===== config.mk =====
export PLATFORM = sky130hd
export DESIGN_NAME = vch_back
export DESIGN_NICKNAME = d
export VERILOG_FILES = /design/src/sv/vch_pkg.sv /design/src/sv/vch_ram.sv /design/src/sv/vch_back.sv
export SDC_FILE = /design/constraint.sdc
export NUM_CORES = 2
export LEC_CHECK = 0
export BUFFER_PORTS_ARGS = -buffer_cell sky130_fd_sc_hd__buf_2
export CAP_MARGIN = 20
export CORE_MARGIN = 2
export CORE_UTILIZATION = 40
export DETAILED_ROUTE_END_ITERATION = 10
export PLACE_DENSITY = 0.62
export SYNTH_ARGS = -nofsm -noshare
export SYNTH_HDL_FRONTEND = slang
export SYNTH_SLANG_ARGS = --single-unit

===== constraint.sdc =====
create_clock -name clk -period 69.2 [get_ports clk]
set_input_delay 17.3 -clock clk [delete_from_list [all_inputs] [get_ports clk]]
set_output_delay 17.3 -clock clk [all_outputs]
set_load 0.005 [all_outputs]

===== src/sv/vch_pkg.sv =====
package vch_pkg;

  localparam int MAX_VAPORS_DEF = 1024;
  localparam int ATOM_TYPES_DEF = 16;
  localparam int COORD_W        = 32;
  localparam int DIFF_W         = 33;
  localparam int SQ_W           = 68;
  localparam int DIST_W         = 34;
  localparam int GAP_W          = 35;
  localparam int MOL_W          = 10;
  localparam int TYPE_W         = 4;
  localparam int CFG_IDX_W      = 1;

  localparam logic [CFG_IDX_W-1:0] CFG_ARRIVE = 1'b0;
  localparam logic [CFG_IDX_W-1:0] CFG_LEAVE  = 1'b1;

  localparam logic ACT_LOAD = 1'b0;
  localparam logic ACT_PAIR = 1'b1;

  localparam logic EV_LEAVE  = 1'b0;
  localparam logic EV_ARRIVE = 1'b1;

  // Start value of the running minimum, 2^33-1
  localparam logic signed [GAP_W-1:0] MIN_START = GAP_W'(64'sd8589934591);

  // Sample handed from the distance front end to the decision back end
  typedef struct packed {
    logic                    last;
    logic [MOL_W-1:0]        mol;
    logic signed [GAP_W-1:0] gap;
  } gap_item_t;

  function automatic logic signed [31:0] sat32(input logic signed [GAP_W-1:0] v);
    logic signed [31:0] r;
    if (v > GAP_W'(64'sd2147483647)) r = 32'sh7fffffff;
    else if (v < -GAP_W'(64'sd2147483648)) r = 32'sh80000000;
    else r = v[31:0];
    return r;
  endfunction

endpackage


===== src/sv/vch_ram.sv =====
module vch_ram #(
  parameter int WIDTH = 32,
  parameter int DEPTH = 256
) (
  input  logic                     clk,
  input  logic                     we,
  input  logic [$clog2(DEPTH)-1:0] waddr,
  input  logic [WIDTH-1:0]         wdata,
  input  logic                     re,
  input  logic [$clog2(DEPTH)-1:0] raddr,
  output logic [WIDTH-1:0]         rdata
);
  logic [WIDTH-1:0] mem [DEPTH];

  always_ff @(posedge clk) begin
    if (we) mem[waddr] <= wdata;
    if (re) rdata <= mem[raddr];
  end
endmodule


===== src/sv/vch_back.sv =====
// Running minimum, flag store and hysteresis events.
// Flag store is a RAM cleared by one pass over all entries after reset.
module vch_back
  import vch_pkg::*;
#(
  parameter int MAX_VAPORS = MAX_VAPORS_DEF
) (
  input  logic               clk,
  input  logic               rst_n,
  input  logic               cfg_we,
  input  logic [CFG_IDX_W-1:0] cfg_index,
  input  logic [31:0]        cfg_data,
  input  logic               q_empty,
  input  gap_item_t          q_data,
  output logic               q_pop,
  output logic               out_valid,
  input  logic               out_stall,
  output logic [MOL_W-1:0]   out_molecule,
  output logic               out_event_kind,
  output logic signed [31:0] out_min_gap,
  output logic               out_last_event
);
  localparam int VMW = (MAX_VAPORS > 1) ? $clog2(MAX_VAPORS) : 1;

  typedef enum logic [3:0] {
    B_CLEAR = 4'b0001,
    B_IDLE  = 4'b0010,
    B_DEC   = 4'b0100,
    B_EMIT  = 4'b1000
  } bst_t;

  bst_t state_r;
  logic signed [31:0]      arrive_r, leave_r;
  logic signed [GAP_W-1:0] min_r;
  logic [VMW-1:0]          clr_r;
  gap_item_t               it_r;
  logic                    ov_r, kind_r, lastev_r;
  logic [MOL_W-1:0]        mol_r;
  logic signed [31:0]      gsat_r;

  logic signed [GAP_W-1:0] mn;
  logic [VMW-1:0]          fidx, ridx, f_waddr;
  logic                    lv, ar, fl;
  logic                    f_we, f_wdata;
  logic                    dec_fire, emit_go, ev_load;

  assign mn   = (it_r.gap < min_r) ? it_r.gap : min_r;
  assign fidx = VMW'(it_r.mol);
  assign ridx = VMW'(q_data.mol);
  assign lv   = (mn > GAP_W'(leave_r)) && fl;
  assign ar   = (mn < GAP_W'(arrive_r)) && (lv || !fl);
  assign q_pop = !q_empty && state_r == B_IDLE;

  // decision on a last pair waits for a free result register
  assign dec_fire = (state_r == B_DEC) && it_r.last && (!ov_r || !out_stall);
  assign emit_go  = (state_r == B_EMIT) && !out_stall;
  assign ev_load  = (dec_fire && (lv || ar)) || emit_go;

  assign f_we    = (state_r == B_CLEAR) || (dec_fire && (lv || ar));
  assign f_waddr = (state_r == B_CLEAR) ? clr_r : fidx;
  assign f_wdata = (state_r == B_CLEAR) ? 1'b0 : ar;

  vch_ram #(.WIDTH(1), .DEPTH(MAX_VAPORS)) u_flags (
    .clk(clk), .we(f_we), .waddr(f_waddr), .wdata(f_wdata),
    .re(q_pop), .raddr(ridx), .rdata(fl)
  );

  always_ff @(posedge clk) begin
    if (!rst_n) begin
      state_r  <= B_CLEAR;
      clr_r    <= '0;
      arrive_r <= '0;
      leave_r  <= '0;
      min_r    <= MIN_START;
      ov_r     <= 1'b0;
    end else begin
      if (cfg_we) begin
        unique case (cfg_index)
          CFG_ARRIVE: arrive_r <= cfg_data;
          CFG_LEAVE:  leave_r  <= cfg_data;
          default: ;
        endcase
      end
      if (ev_load) ov_r <= 1'b1;
      else if (ov_r && !out_stall) ov_r <= 1'b0;
      unique case (state_r)
        B_CLEAR: begin
          if (clr_r == VMW'(MAX_VAPORS - 1)) state_r <= B_IDLE;
          else clr_r <= clr_r + VMW'(1);
        end
        B_IDLE: if (q_pop) begin
          it_r    <= q_data;
          state_r <= B_DEC;
        end
        B_DEC: begin
          if (!it_r.last) begin
            min_r   <= mn;
            state_r <= B_IDLE;
          end else if (dec_fire) begin
            min_r    <= MIN_START;
            mol_r    <= it_r.mol;
            gsat_r   <= sat32(mn);
            kind_r   <= lv ? EV_LEAVE : EV_ARRIVE;
            lastev_r <= !(lv && ar);
            state_r  <= (lv && ar) ? B_EMIT : B_IDLE;
          end
        end
        B_EMIT: if (emit_go) begin
          kind_r   <= EV_ARRIVE;
          lastev_r <= 1'b1;
          state_r  <= B_IDLE;
        end
        default: state_r <= B_IDLE;
      endcase
    end
  end

  assign out_valid      = ov_r;
  assign out_molecule   = mol_r;
  assign out_event_kind = kind_r;
  assign out_min_gap    = gsat_r;
  assign out_last_event = lastev_r;
endmodule


==> flow_summary.json <==
{
  "outcome": "finished, final reports clean",
  "final_nets": 4435,
  "synth.top_cell.area_share": 0.582,
  "seqCellArea_sq_mm": 0.0358,
  "initial_core_util": 0.402,
  "critPathMaxStageDelay_ns": 0.22,
  "holdWs_ns": 0.463,
  "fin_crit_sh": 0.507,
  "cts.root.buffer_cell": "clkbuf_16",
  "p_sw_frac": 0.250,
  "max_freq_mhz": 28.5,
  "drt-pass1-iter-count": 6,
  "skew_ns": 0.0362,
  "fin_crit_ns": 35.11,
  "synthXorXnorAreaFrac": 0.00150,
  "top_usage_layer": "met2",
  "synth_mux_area_frac": 0.107,
  "dpl.hpwl_um": 86600,
  "synthAdderAreaFrac": 0.0226,
  "hold_path.class": "reg -> reg",
  "coreArea_sq_mm": 0.143,
  "tns_ns": 0,
  "yosysWarnings": 0,
  "synth_compound_area_frac": 0.157,
  "grt_pass1_wl_um": 228000,
  "grt_pass1_vias": 36825,
  "multi_input_area_sq_mm": 0.0196,
  "seqPwrFrac": 0.502,
  "worstReg2RegStart": "it_r[34]",
  "route.vias.total": 36904,
  "ir_worst_vdd_v": 0.0000186,
  "synth_top_cell_by_area": "edfxtp_1",
  "synthArstFlopShare": 0,
  "p_per_area_mw_per_mm2": 26.1,
  "setup_ws_ns": 34.09,
  "synth_area_sq_mm": 0.0575,
  "netlist_instances": 4296,
  "worst_slew_pin_slew_ns": 1.39,
  "worst-setup-path-type": "in -> out",
  "port_buffers": 129,
  "arrival_ns": 17.81,
  "grt_use_met1": 0.270,
  "grt.overflow.total": 0,
  "power.share.clock": 0.407,
  "antenna_left": 0,
  "synth_area_leaders": "edfxtp_1 58%, mux4_2 10%, a21oi_1 8.0%, dfxtp_1 4.0%, a21oi_2 3.0%",
  "cp-end-kind": "primary output",
  "maxCapViolCount": 0,
  "wl_per_cell_um": 24.1,
  "slew_violations": 0,
  "ctsHoldBuffers": 0,
  "start_kind": "input pin",
  "worst_hold_path.num_cells": 2,
  "finalSetupViolations": 0,
  "use_met2": 0.333,
  "required_ns": 51.90,
  "die-area_sq_mm": 0.147,
  "gr-usage-all-layers": 0.203,
  "path_common_cell": "buf_2",
  "cts.sinks": 1229,
  "reg2reg_to": "u_flags.mem[1008]",
  "synth-simple-area-share": 0.0491,
  "synth_top_family_by_area": "compound AO/OA/AOI/OAI gates",
  "r2r_slack_ns": 58.80,
  "globalRouteMet3Util": 0.0380,
  "hold_viol_final": 0,
  "syn2layout_area_growth_pct": 10.9,
  "syn_area_per_cell_sq_um": 13.4,
  "holdCritStartpoint": "arrive_r[16]",
  "clock_latency_ns": 0.76,
  "min_to": "arrive_r[16]",
  "drtIter0Drc": 3604,
  "antenna_found_initial": 4,
  "drc_errors": 0,
  "synth_edf_count": 1115,
  "rsz0062_at_grt": "no",
  "grt_max_degree": 289,
  "ys_ff_latch": 1229,
  "cts-resized-gates": 0,
  "avgViaCountPerCell": 5.90,
  "fillers": 12904,
  "fp.dieH_um": 383,
  "postCtsSetupBuffers": 0,
  "gp_congestion": 0.818,
  "finalPower_mw": 1.66,
  "htreeDepth": 4,
  "pre_cts_slack_ns": 34.10,
  "fp-row-count": 139,
  "clk_pin_slew_ns": 0.05,
  "synth_cell_type_count": 75,
  "p_switching_uw": 415,
  "die_w_um": 383,
  "ios": 130,
  "tritoncts": "done",
  "crit_path_max_fanout": 4,
  "placed_cell_area_sq_mm": 0.0596,
  "final_area_sq_mm": 0.0637,
  "yosysSeqAreaShare": 0.622,
  "drive_gt1_frac": 0.222,
  "numCtsBuffers": 131,
  "p_leak_nw": 19.7,
  "crit_chain": "buf_2 -> nor2_1 -> buf_2",
  "cts.path.max_buffers": 3,
  "r2r_cells": 23,
  "intPower_mw": 1.25,
  "syn-num-nets": 4484,
  "synthFlopType": "edfxtp_1",
  "max-slew-margin-rel": 0.0754,
  "cp_slowest_cell": "nor2_1",
  "routed_wl_um": 151000,
  "combPwrFrac": 0.091
}
[layout by cell type (no fill, tap or decap), types with 34 or more instances in the layout]
| master | instances |
|---|---|
| a21boi_0 | 68 |
| a21oi_1 | 923 |
| a21oi_2 | 200 |
| a221oi_1 | 39 |
| a22oi_1 | 66 |
| buf_2 | 127 |
| buf_4 | 63 |
| clkbuf_1 | 34 |
| clkbuf_16 | 131 |
| dfxtp_1 | 114 |
| edfxtp_1 | 1115 |
| ha_1 | 104 |
| inv_1 | 106 |
| mux4_2 | 256 |
| nand2_1 | 441 |
| nor2_2 | 35 |
| o21ai_1 | 67 |
[state kept, by name, summed over array words and instances (netlist names), 4 cells and up]
register	cells
u_flags.mem	1024
it_r	36
min_r	35
arrive_r	32
leave_r	32
out_min_gap	32
clr_r	10
fidx	10
out_molecule	10
state_r	4
[cells in the mapped netlist (all sizes together), types with 32 or more instances]
master,count
mux2,33
nand2,444
mux4,256
a21boi,69
buf,160
nor2,69
a21oi,1123
a221oi,39
inv,136
edfxtp,1115
o21ai,85
dfxtp,114
a22oi,66
ha,104
clkbuf,227
a22o,32
[cell type report]
| cell class | instances | area share |
|---|---|---|
| Sequential cell | 1229 | 0.561 |
| Multi-Input combinational cell | 2544 | 0.308 |
| Clock buffer | 168 | 0.0541 |
| Tap cell | 1903 | 0.0374 |
| Timing Repair Buffer | 205 | 0.0220 |
| Clock inverter | 60 | 0.00952 |
| Inverter | 136 | 0.00801 |
| Antenna cell | 5 | 0.000196 |
[power groups by stage]
stage	clock [mW]	sequential, mW	combinational [mW]
2_1_floorplan	0	0.896	0.0848
3_3_place_gp	0	0.849	0.144
3_5_place_dp	0	0.849	0.149
4_1_cts	0.689	0.833	0.149
5_1_grt	0.715	0.833	0.161
6_report	0.676	0.833	0.151
[worst max-delay path: cells and delay by family]
family                 cells  cell delay, ns
buffers and inverters      2            0.28
AND/OR/NAND/NOR            1            0.22
[stage by stage]
step / instances / util
after floorplan: 4296 / -
after global placement: 6012 / 0.416
after detailed placement: 6014 / 0.416
after CTS: 6242 / 0.445
after global routing: 6248 / 0.445
final: 6250 / 0.445
[routing by layer]
layer  share of wire  routed length, um  vias to the layer above
li1                -                  -                    16480
met1            0.42              62700                    18845
met2            0.48              72700                     1339
met3           0.071              10700                      240
met4           0.031               4660                        0
met5               0                  0                        -
[worst max path at each step]
stage               slack, ns  cells past startpoint      from              to
floorplan               18.66                     20  it_r[34]  u_flags.mem[0]
global placement        34.09                      3   q_empty           q_pop
detailed placement      34.10                      3   q_empty           q_pop
CTS                     34.10                      3   q_empty           q_pop
global route            34.05                      3   q_empty           q_pop
finish                  34.09                      3   q_empty           q_pop
[kinds of logic (layout without fill, tap and decap cells)]
| logic type | Yosys count | after routing |
|---|---|---|
| AOI/OAI and AO/OA | 1488 | 1488 |
| xor gates and xnor gates | 9 | 9 |
| adders and majority gates | 104 | 104 |
| buffers and inverters | 523 | 569 |
| DFF | 1229 | 1229 |
| muxes | 291 | 291 |
| other | 0 | 5 |
| and+or+nand+nor | 652 | 652 |
Note: power is estimated with default switching activity, not from simulation.
