`config.mk`:
```
export PLATFORM = sky130hd
export DESIGN_NAME = vch_fifo
export DESIGN_NICKNAME = d
export VERILOG_FILES = /design/src/sv/vch_pkg.sv /design/src/sv/vch_fifo.sv
export SDC_FILE = /design/constraint.sdc
export NUM_CORES = 1
export LEC_CHECK = 0
export BUFFER_PORTS_ARGS = -buffer_cell sky130_fd_sc_hd__buf_4
export CELL_PAD_IN_SITES_DETAIL_PLACEMENT = 1
export CELL_PAD_IN_SITES_GLOBAL_PLACEMENT = 2
export CORE_ASPECT_RATIO = 1.25
export CORE_MARGIN = 4
export CORE_UTILIZATION = 38
export CTS_CLUSTER_DIAMETER = 40
export CTS_CLUSTER_SIZE = 16
export DETAILED_ROUTE_END_ITERATION = 6
export HOLD_SLACK_MARGIN = 0.15
export PLACE_DENSITY_LB_ADDON = 0.1
export SYNTH_ARGS = -nofsm -noshare
export SYNTH_HDL_FRONTEND = slang
export SYNTH_SLANG_ARGS = --single-unit
export TNS_END_PERCENT = 1
```
`constraint.sdc`:
```
create_clock -name clk -period 3.8 [get_ports clk]
set_input_delay 0.76 -clock clk [delete_from_list [all_inputs] [get_ports clk]]
set_output_delay 0.76 -clock clk [all_outputs]
set_load 0.05 [all_outputs]
```
`src/sv/vch_pkg.sv`:
```
package vch_pkg;

  localparam int MAX_VAPORS_DEF = 1024;
  localparam int ATOM_TYPES_DEF = 16;
  localparam int COORD_W        = 32;
  localparam int DIFF_W         = 33;
  localparam int SQ_W           = 68;
  localparam int DIST_W         = 34;
  localparam int GAP_W          = 35;
  localparam int MOL_W          = 10;
  localparam int TYPE_W         = 4;
  localparam int CFG_IDX_W      = 1;

  localparam logic [CFG_IDX_W-1:0] CFG_ARRIVE = 1'b0;
  localparam logic [CFG_IDX_W-1:0] CFG_LEAVE  = 1'b1;

  localparam logic ACT_LOAD = 1'b0;
  localparam logic ACT_PAIR = 1'b1;

  localparam logic EV_LEAVE  = 1'b0;
  localparam logic EV_ARRIVE = 1'b1;

  // Start value of the running minimum, 2^33-1
  localparam logic signed [GAP_W-1:0] MIN_START = GAP_W'(64'sd8589934591);

  // Sample handed from the distance front end to the decision back end
  typedef struct packed {
    logic                    last;
    logic [MOL_W-1:0]        mol;
    logic signed [GAP_W-1:0] gap;
  } gap_item_t;

  function automatic logic signed [31:0] sat32(input logic signed [GAP_W-1:0] v);
    logic signed [31:0] r;
    if (v > GAP_W'(64'sd2147483647)) r = 32'sh7fffffff;
    else if (v < -GAP_W'(64'sd2147483648)) r = 32'sh80000000;
    else r = v[31:0];
    return r;
  endfunction

endpackage

```
`src/sv/vch_fifo.sv`:
```
module vch_fifo
  import vch_pkg::*;
(
  input  logic      clk,
  input  logic      rst_n,
  input  logic      push,
  input  gap_item_t wdata,
  output logic      full,
  input  logic      pop,
  output gap_item_t rdata,
  output logic      empty
);
  gap_item_t  mem_r [2];
  logic [1:0] wp_r, rp_r;

  assign empty = (wp_r == rp_r);
  assign full  = (wp_r[0] == rp_r[0]) && (wp_r[1] != rp_r[1]);
  assign rdata = mem_r[rp_r[0]];

  always_ff @(posedge clk) begin
    if (!rst_n) begin
      wp_r <= '0;
      rp_r <= '0;
    end else begin
      if (push) wp_r <= wp_r + 2'd1;
      if (pop)  rp_r <= rp_r + 2'd1;
    end
    if (push) mem_r[wp_r[0]] <= wdata;
  end
endmodule

```
==> metrics.md, run 1 <==
| Metric | Value |
|---|---|
| Final #Nets | between 300 and 400 |
| FMAX | ~0.38 GHz |
| Met1 wire length | between 2000 and 3000 um |
| Total track usage | 0.122 |
| Tmin final | 2660 ps |
| Htree depth | 3 |
| Vias | 1,801 |
| PnR worst setup slack | 1140 ps |
| Post-Place Setup Slack | 1490 ps |
| FF+latch count, synth | slightly below 100 |
| Max Used Layer | met4 |
| DR WL met2 | roughly 3500 um |
| Maxcap violations | 0 |
| # setup viols final | 0 |
| Crit-path max FO | 46 |
| R2R Path Start | wp_r[0]$_SDFFE_PN0P_ |
| Clock-pin transition on the worst setup and hold timing paths | about 60 ps |
| Syn avg cell area | about 23 sq um |
| PortBufs | 97 |
| HPWL after DPL | between 4000 and 5000 um |
| Die area | ~0.011 sq mm |
| Total Negative Setup Slacks | 0 ps |
| Setup Fix Bufs, Post-CTS | 0 |
| Post-synthesis sequential area ratio | 0.766 |
| Total core area | between 0.009 and 0.01 sq mm |
| CTS tree | yes |
| Largest net degree at the start of global routing | 47 |
| Row count | 40 |
| Die Height | 119 um |
| Yosys warns | 0 |
| PwrDens | around 540 mW/mm^2 |
| Post-Route WL | between 6000 and 7000 um |
| DR WL/cell | about 17 um |
| Status | finished, final reports clean |
| Number of global-route vias before repair | a little over 2,000 |
| Ports | 98 |
| Crit Path Category | reg2out |
| Startpoint Class | flip-flop |
| Hold_sp | rp_r[1]$_SDFFE_PN0P_ |
| Detailed Routing Iterations Pass 1 | 4 |
| Most frequent cells in the layout | 100 x buf_4, 92 x edfxtp_1, 40 x mux2_4, 9 x clkbuf_16, 6 x mux2_2 |
| Hold Path Class | reg2reg |
| Layout cells sized above 1 | 0.588 |
| WHS Path Cells | 2 |
| Metal3 WL | around 420 um |
| Post-route cell area | just under 0.005 sq mm |
| Top cell type's share of synthesized area | 0.739 |
| Syn nets | about 220 |
| Num CTS Buffers | 9 |
| Reg2reg path depth | 2 |
| Initial cell density of the core | 0.389 |
| Leakage power | between 1.5 and 2 nW |
| Die Width | 96.7 um |
| Largest family of logic cells by synthesized area | multiplexers |
| Complex-gate fraction of the synthesized area | 0.00335 |
| Post-Synthesis Cell Area | approximately 0.0037 sq mm |
| Antenna violations before repair | 0 |
| Resized cells post-CTS | 0 |
| Xor/xnor cell area share of the yosys netlist | 0.00703 |
| Peak VDD IR | between 200 and 300 uV |
| Routed Antenna Nets | 0 |
| Area after DPL | around 0.0046 sq mm |
| CTS root buf | clkbuf_16 |
| Unrepaired setup endpoints after global routing | no |
| CP arrival | 1900 ps |
| Synth cell types | 17 |
| Area grow syn2layout | 30.2% |
| Multiplexer share of the synthesized area | 0.181 |
| Slew HR | 0.425 |
| DRC | 0 |
| 1st-iter DRT viols | 56 |
| First-pass GRT wire length | between 10,000 and 15,000 um |
| Worst Clk Skew | ~4 ps |
| Fin crit share | 0.701 |
| Slew @ Worst Pin | ~860 ps |
| R2R setup slack | 1990 ps |
| Simple-Gate Fraction of Synth Area | 0.0181 |
| Yosys top cell by area | edfxtp_1 |
| Ant diodes | 0 |
| # hold bufs at CTS | 0 |
| Worst skew pair latency | about 340 ps |
| GP Congestion | between 0.6 and 0.7 |
| Synth Area in Adders | 0 |
| Mapped Cells | ~170 |
| CTS Sinks | slightly below 100 |
| Hold Fails Final Rpt | 0 |
| CP Capture Type | output pin |
| Most common cell after layout, fill and taps aside | buf_4 |
| Capture point of the worst reg-to-reg path | mem_r[1][44]$_DFFE_PP_ |
| Via-to-Cell Ratio | between 4 and 5 |
| Remaining Overflow, GRT | 0 |
| Min-Delay Endpoint | rp_r[1]$_SDFFE_PN0P_ |
| Synth top area cells | edfxtp_1 74%, mux2_4 16%, dfxtp_1 2.7% |
| Slew Limit Fails | 0 |
| Clk buf depth | 2 |
| WP data required | 3040 ps |
[state kept, by name, indices dropped and copies added (netlist names), named ones only]
register  cells
mem_r        92
wp_r          2
rp_r          2
[report_power, final]
part | switching, mW | internal (mW) | total (mW) | leakage, nW
Clock | 0.363 | 0.544 | 0.907 | 0.150
Sequential | 0.0412 | 1.23 | 1.27 | 0.905
Combinational | 0.271 | 0.187 | 0.457 | 0.860
[Yosys cell counts]
| library cell | count |
|---|---|
| buf_6 | 1 |
| nor2_1 | 1 |
| nand2_1 | 3 |
| and2_1 | 3 |
| o21a_1 | 1 |
| mux2_4 | 40 |
| o21ai_0 | 1 |
| xor2_1 | 2 |
| dfxtp_1 | 5 |
| buf_12 | 4 |
| mux2i_1 | 1 |
| nand4b_1 | 1 |
| edfxtp_1 | 92 |
| nand2b_1 | 1 |
| nor2b_1 | 3 |
| mux2_2 | 6 |
| xnor2_1 | 1 |
[worst max-delay path, stage by stage, from the launching register on]
cell	delay, ps
dfxtp_4	910
mux2_2	420
buf_4	190
[worst max-delay path by stage]
stage / to / slack (ps) / cells after the start
after floorplan: mem_r[0][0]$_DFFE_PP_ / 510 / 1
after global placement: rdata[30] / 1490 / 2
after detailed placement: rdata[31] / 1490 / 2
after CTS: rdata[30] / 1110 / 2
after global routing: rdata[45] / 1050 / 2
final: rdata[30] / 1140 / 2
[final cells by class]
class | count | area (sq um)
clock buffer | 13 | 260
clock inverter | 3 | 40.0
fill | 938 | 4740
multi-input combinational | 64 | 793
sequential | 97 | 2870
tap | 126 | 158
timing repair buffer | 100 | 751
[logic make-up (layout without fill, tap and decap cells)]
kind of cell | after synthesis | count (layout)
DFF | 97 | 97
and+or+nand+nor | 12 | 12
xor gates and xnor gates | 3 | 3
buffers and inverters | 5 | 116
muxes | 47 | 47
AOI/OAI and AO/OA | 2 | 2
[per-layer routing]
metal / vias to the layer above / GRT usage
met5: - / 0
met4: 0 / 0.0764
met3: 10 / 0.0445
met2: 58 / 0.199
met1: 875 / 0.135
li1: 858 / -
[stage by stage]
step                instances  utilization  hold WS (ps)  total power, mW
global placement          387        0.475           478             1.76
global route              403        0.507           523             2.74
floorplan                 166            -           457             1.63
finish                    403        0.507           496             2.64
CTS                       403        0.507           498             2.67
detailed placement        387        0.475           485             1.76
(Power assumes the default switching activity.)
==> run 2: changes to the inputs <==
==> constraint.sdc (replaced) <==
create_clock -name clk -period 2.5 [get_ports clk]
set_input_delay 0.5 -clock clk [delete_from_list [all_inputs] [get_ports clk]]
set_output_delay 0.5 -clock clk [all_outputs]
set_load 0.05 [all_outputs]
==> run 2 against run 1 <==
  * Worst hold slack worse by 140 ps
  * Flip-flop and latch count unchanged
  * Largest cell class unchanged
  * Critical path type unchanged
  * Highest routed layer unchanged
  * Combinational power up 63%
==> metrics.md, run 2 (synthesis results as in run 1) <==
| Metric | Value |
|---|---|
| Slew Limit Fails | 0 |
| Row count | 40 |
| Startpoint Class | flip-flop |
| Slew @ Worst Pin | between 400 and 500 ps |
| Total core area | ~0.0096 sq mm |
| CP Capture Type | output pin |
| Routed Antenna Nets | 0 |
| GP Congestion | 0.659 |
| Leakage power | between 1.5 and 2 nW |
| Die Width | roughly 97 um |
| Total power | 4.01 mW |
| CTS root buf | clkbuf_16 |
| R2R Path Start | wp_r[0]$_SDFFE_PN0P_ |
| Hold Fails Final Rpt | 0 |
| R2R setup slack | 1040 ps |
| Setup Fix Bufs, Post-CTS | 0 |
| Detailed Routing Iterations Pass 1 | 4 |
| CP Depth | 3 |
| Final #Nets | 325 |
| Number of global-route vias before repair | approximately 2,100 |
| Largest net degree at the start of global routing | 31 |
| CP arrival | roughly 1700 ps |
| Area grow syn2layout | 31.8% |
| Die Height | approximately 120 um |
| Hold Path Class | in2reg |
| CP top delay family | flip-flops |
| PortBufs | a little under 100 |
| Antenna violations before repair | 0 |
| 1st-iter DRT viols | slightly below 80 |
| Most common cell after layout, fill and taps aside | buf_4 |
| Remaining Overflow, GRT | 0 |
| Crit-path max FO | 24 |
| Total Negative Setup Slacks | 0 ps |
| Resized cells post-CTS | 0 |
| Most frequent cells in the layout | 100 x buf_4, 92 x edfxtp_1, 40 x mux2_4, 9 x clkbuf_16, 6 x mux2_2 |
| Tmin final | around 2200 ps |
| Largest register FFs | 92 |
| CP cell instances | buf_12, mux2_2, buf_4 |
| Util after Layout | 0.513 |
| Unrepaired setup endpoints after global routing | no |
| DR WL/cell | 16.5 um |
| Ports | a little under 100 |
| Num CTS Buffers | 9 |
| First-pass GRT wire length | between 10,000 and 15,000 um |
| Crit Path Category | reg2out |
| Maxcap violations | 0 |
| Vias | 1,823 |
| Post-route cell area | between 0.004 and 0.005 sq mm |
| DRC | 0 |
| Final cell count without fillers | between 400 and 500 |
| FMAX | 0.461 GHz |
| Via-to-Cell Ratio | approximately 4.5 |
| # hold bufs at CTS | 0 |
| # setup viols final | 0 |
| Crit path to | rdata[33] |
| Fin crit share | 0.867 |
| Initial cell density of the core | 0.389 |
| Htree depth | 3 |
| CTS tree | yes |
| Dpl cells | 390 |
| Die area | 0.0115 sq mm |
| Post-Place Setup Slack | 655 ps |
| WP buf/inv | 2 |
| Capture point of the worst reg-to-reg path | mem_r[1][16]$_DFFE_PP_ |
| Status | finished, final reports clean |
| Clk buf depth | 2 |
| Total track usage | 0.119 |
| PnR worst setup slack | approximately 330 ps |
| Post-Route WL | around 6700 um |
| Worst Clk Skew | between 3 and 4 ps |
| Peak VDD IR | 400 uV |
| Ant diodes | 0 |
| CTS Sinks | 97 |
| Reg2reg path depth | 2 |
| HPWL after DPL | between 4000 and 5000 um |
| Slowest CP cell | dfxtp_2 |
| FILL cells | 921 |
| CP peak stage delay | approximately 520 ps |
| Worst skew pair latency | 330 ps |
| Area after DPL | roughly 0.0046 sq mm |
| Layout cells sized above 1 | 0.584 |
| Slew HR | 0.709 |
| WP data required | 2000 ps |
| Clock-pin transition on the worst setup and hold timing paths | around 60 ps |
| PwrDens | between 800 and 900 mW/mm^2 |
| Min Hold Slack | 352 ps |
-- run 2: layer usage --
layer | global-route usage | wire length, um | vias up
met4 | 0.0632 | 125 | 0
li1 | - | - | 860
met5 | 0 | 0 | -
met1 | 0.121 | 2400 | 895
met2 | 0.220 | 3830 | 56
met3 | 0.0322 | 341 | 12
-- run 2: layout make-up --
cell class | instances | area (sq um) | share of cell area
clock buffers | 10 | 229 | 0.0465
flip-flops and latches | 97 | 2860 | 0.581
clock inverters | 5 | 71.3 | 0.0145
multi-input cells | 64 | 793 | 0.161
repair buffers | 103 | 811 | 0.165
well taps | 126 | 158 | 0.0320
-- run 2: worst min-delay path by stage --
stage                                    start                     end  slack (ps)  cells past startpoint
after CTS                            wdata[40]  mem_r[1][40]$_DFFE_PP_         340                      1
after floorplan           wp_r[1]$_SDFFE_PN0P_    wp_r[1]$_SDFFE_PN0P_         460                      2
after global placement    wp_r[1]$_SDFFE_PN0P_    wp_r[1]$_SDFFE_PN0P_         480                      2
final                                wdata[40]  mem_r[1][40]$_DFFE_PP_         350                      1
after detailed placement  rp_r[1]$_SDFFE_PN0P_    rp_r[1]$_SDFFE_PN0P_         490                      2
after global routing                 wdata[26]  mem_r[0][26]$_DFFE_PP_         340                      1
-- run 2: power by group --
part	internal, mW	switching, mW	leakage [nW]	total (mW)
combinational	0.296	0.447	0.886	0.743
clock	0.860	0.508	0.145	1.37
sequential	1.87	0.0311	0.905	1.90
total	3.03	0.986	1.94	4.01
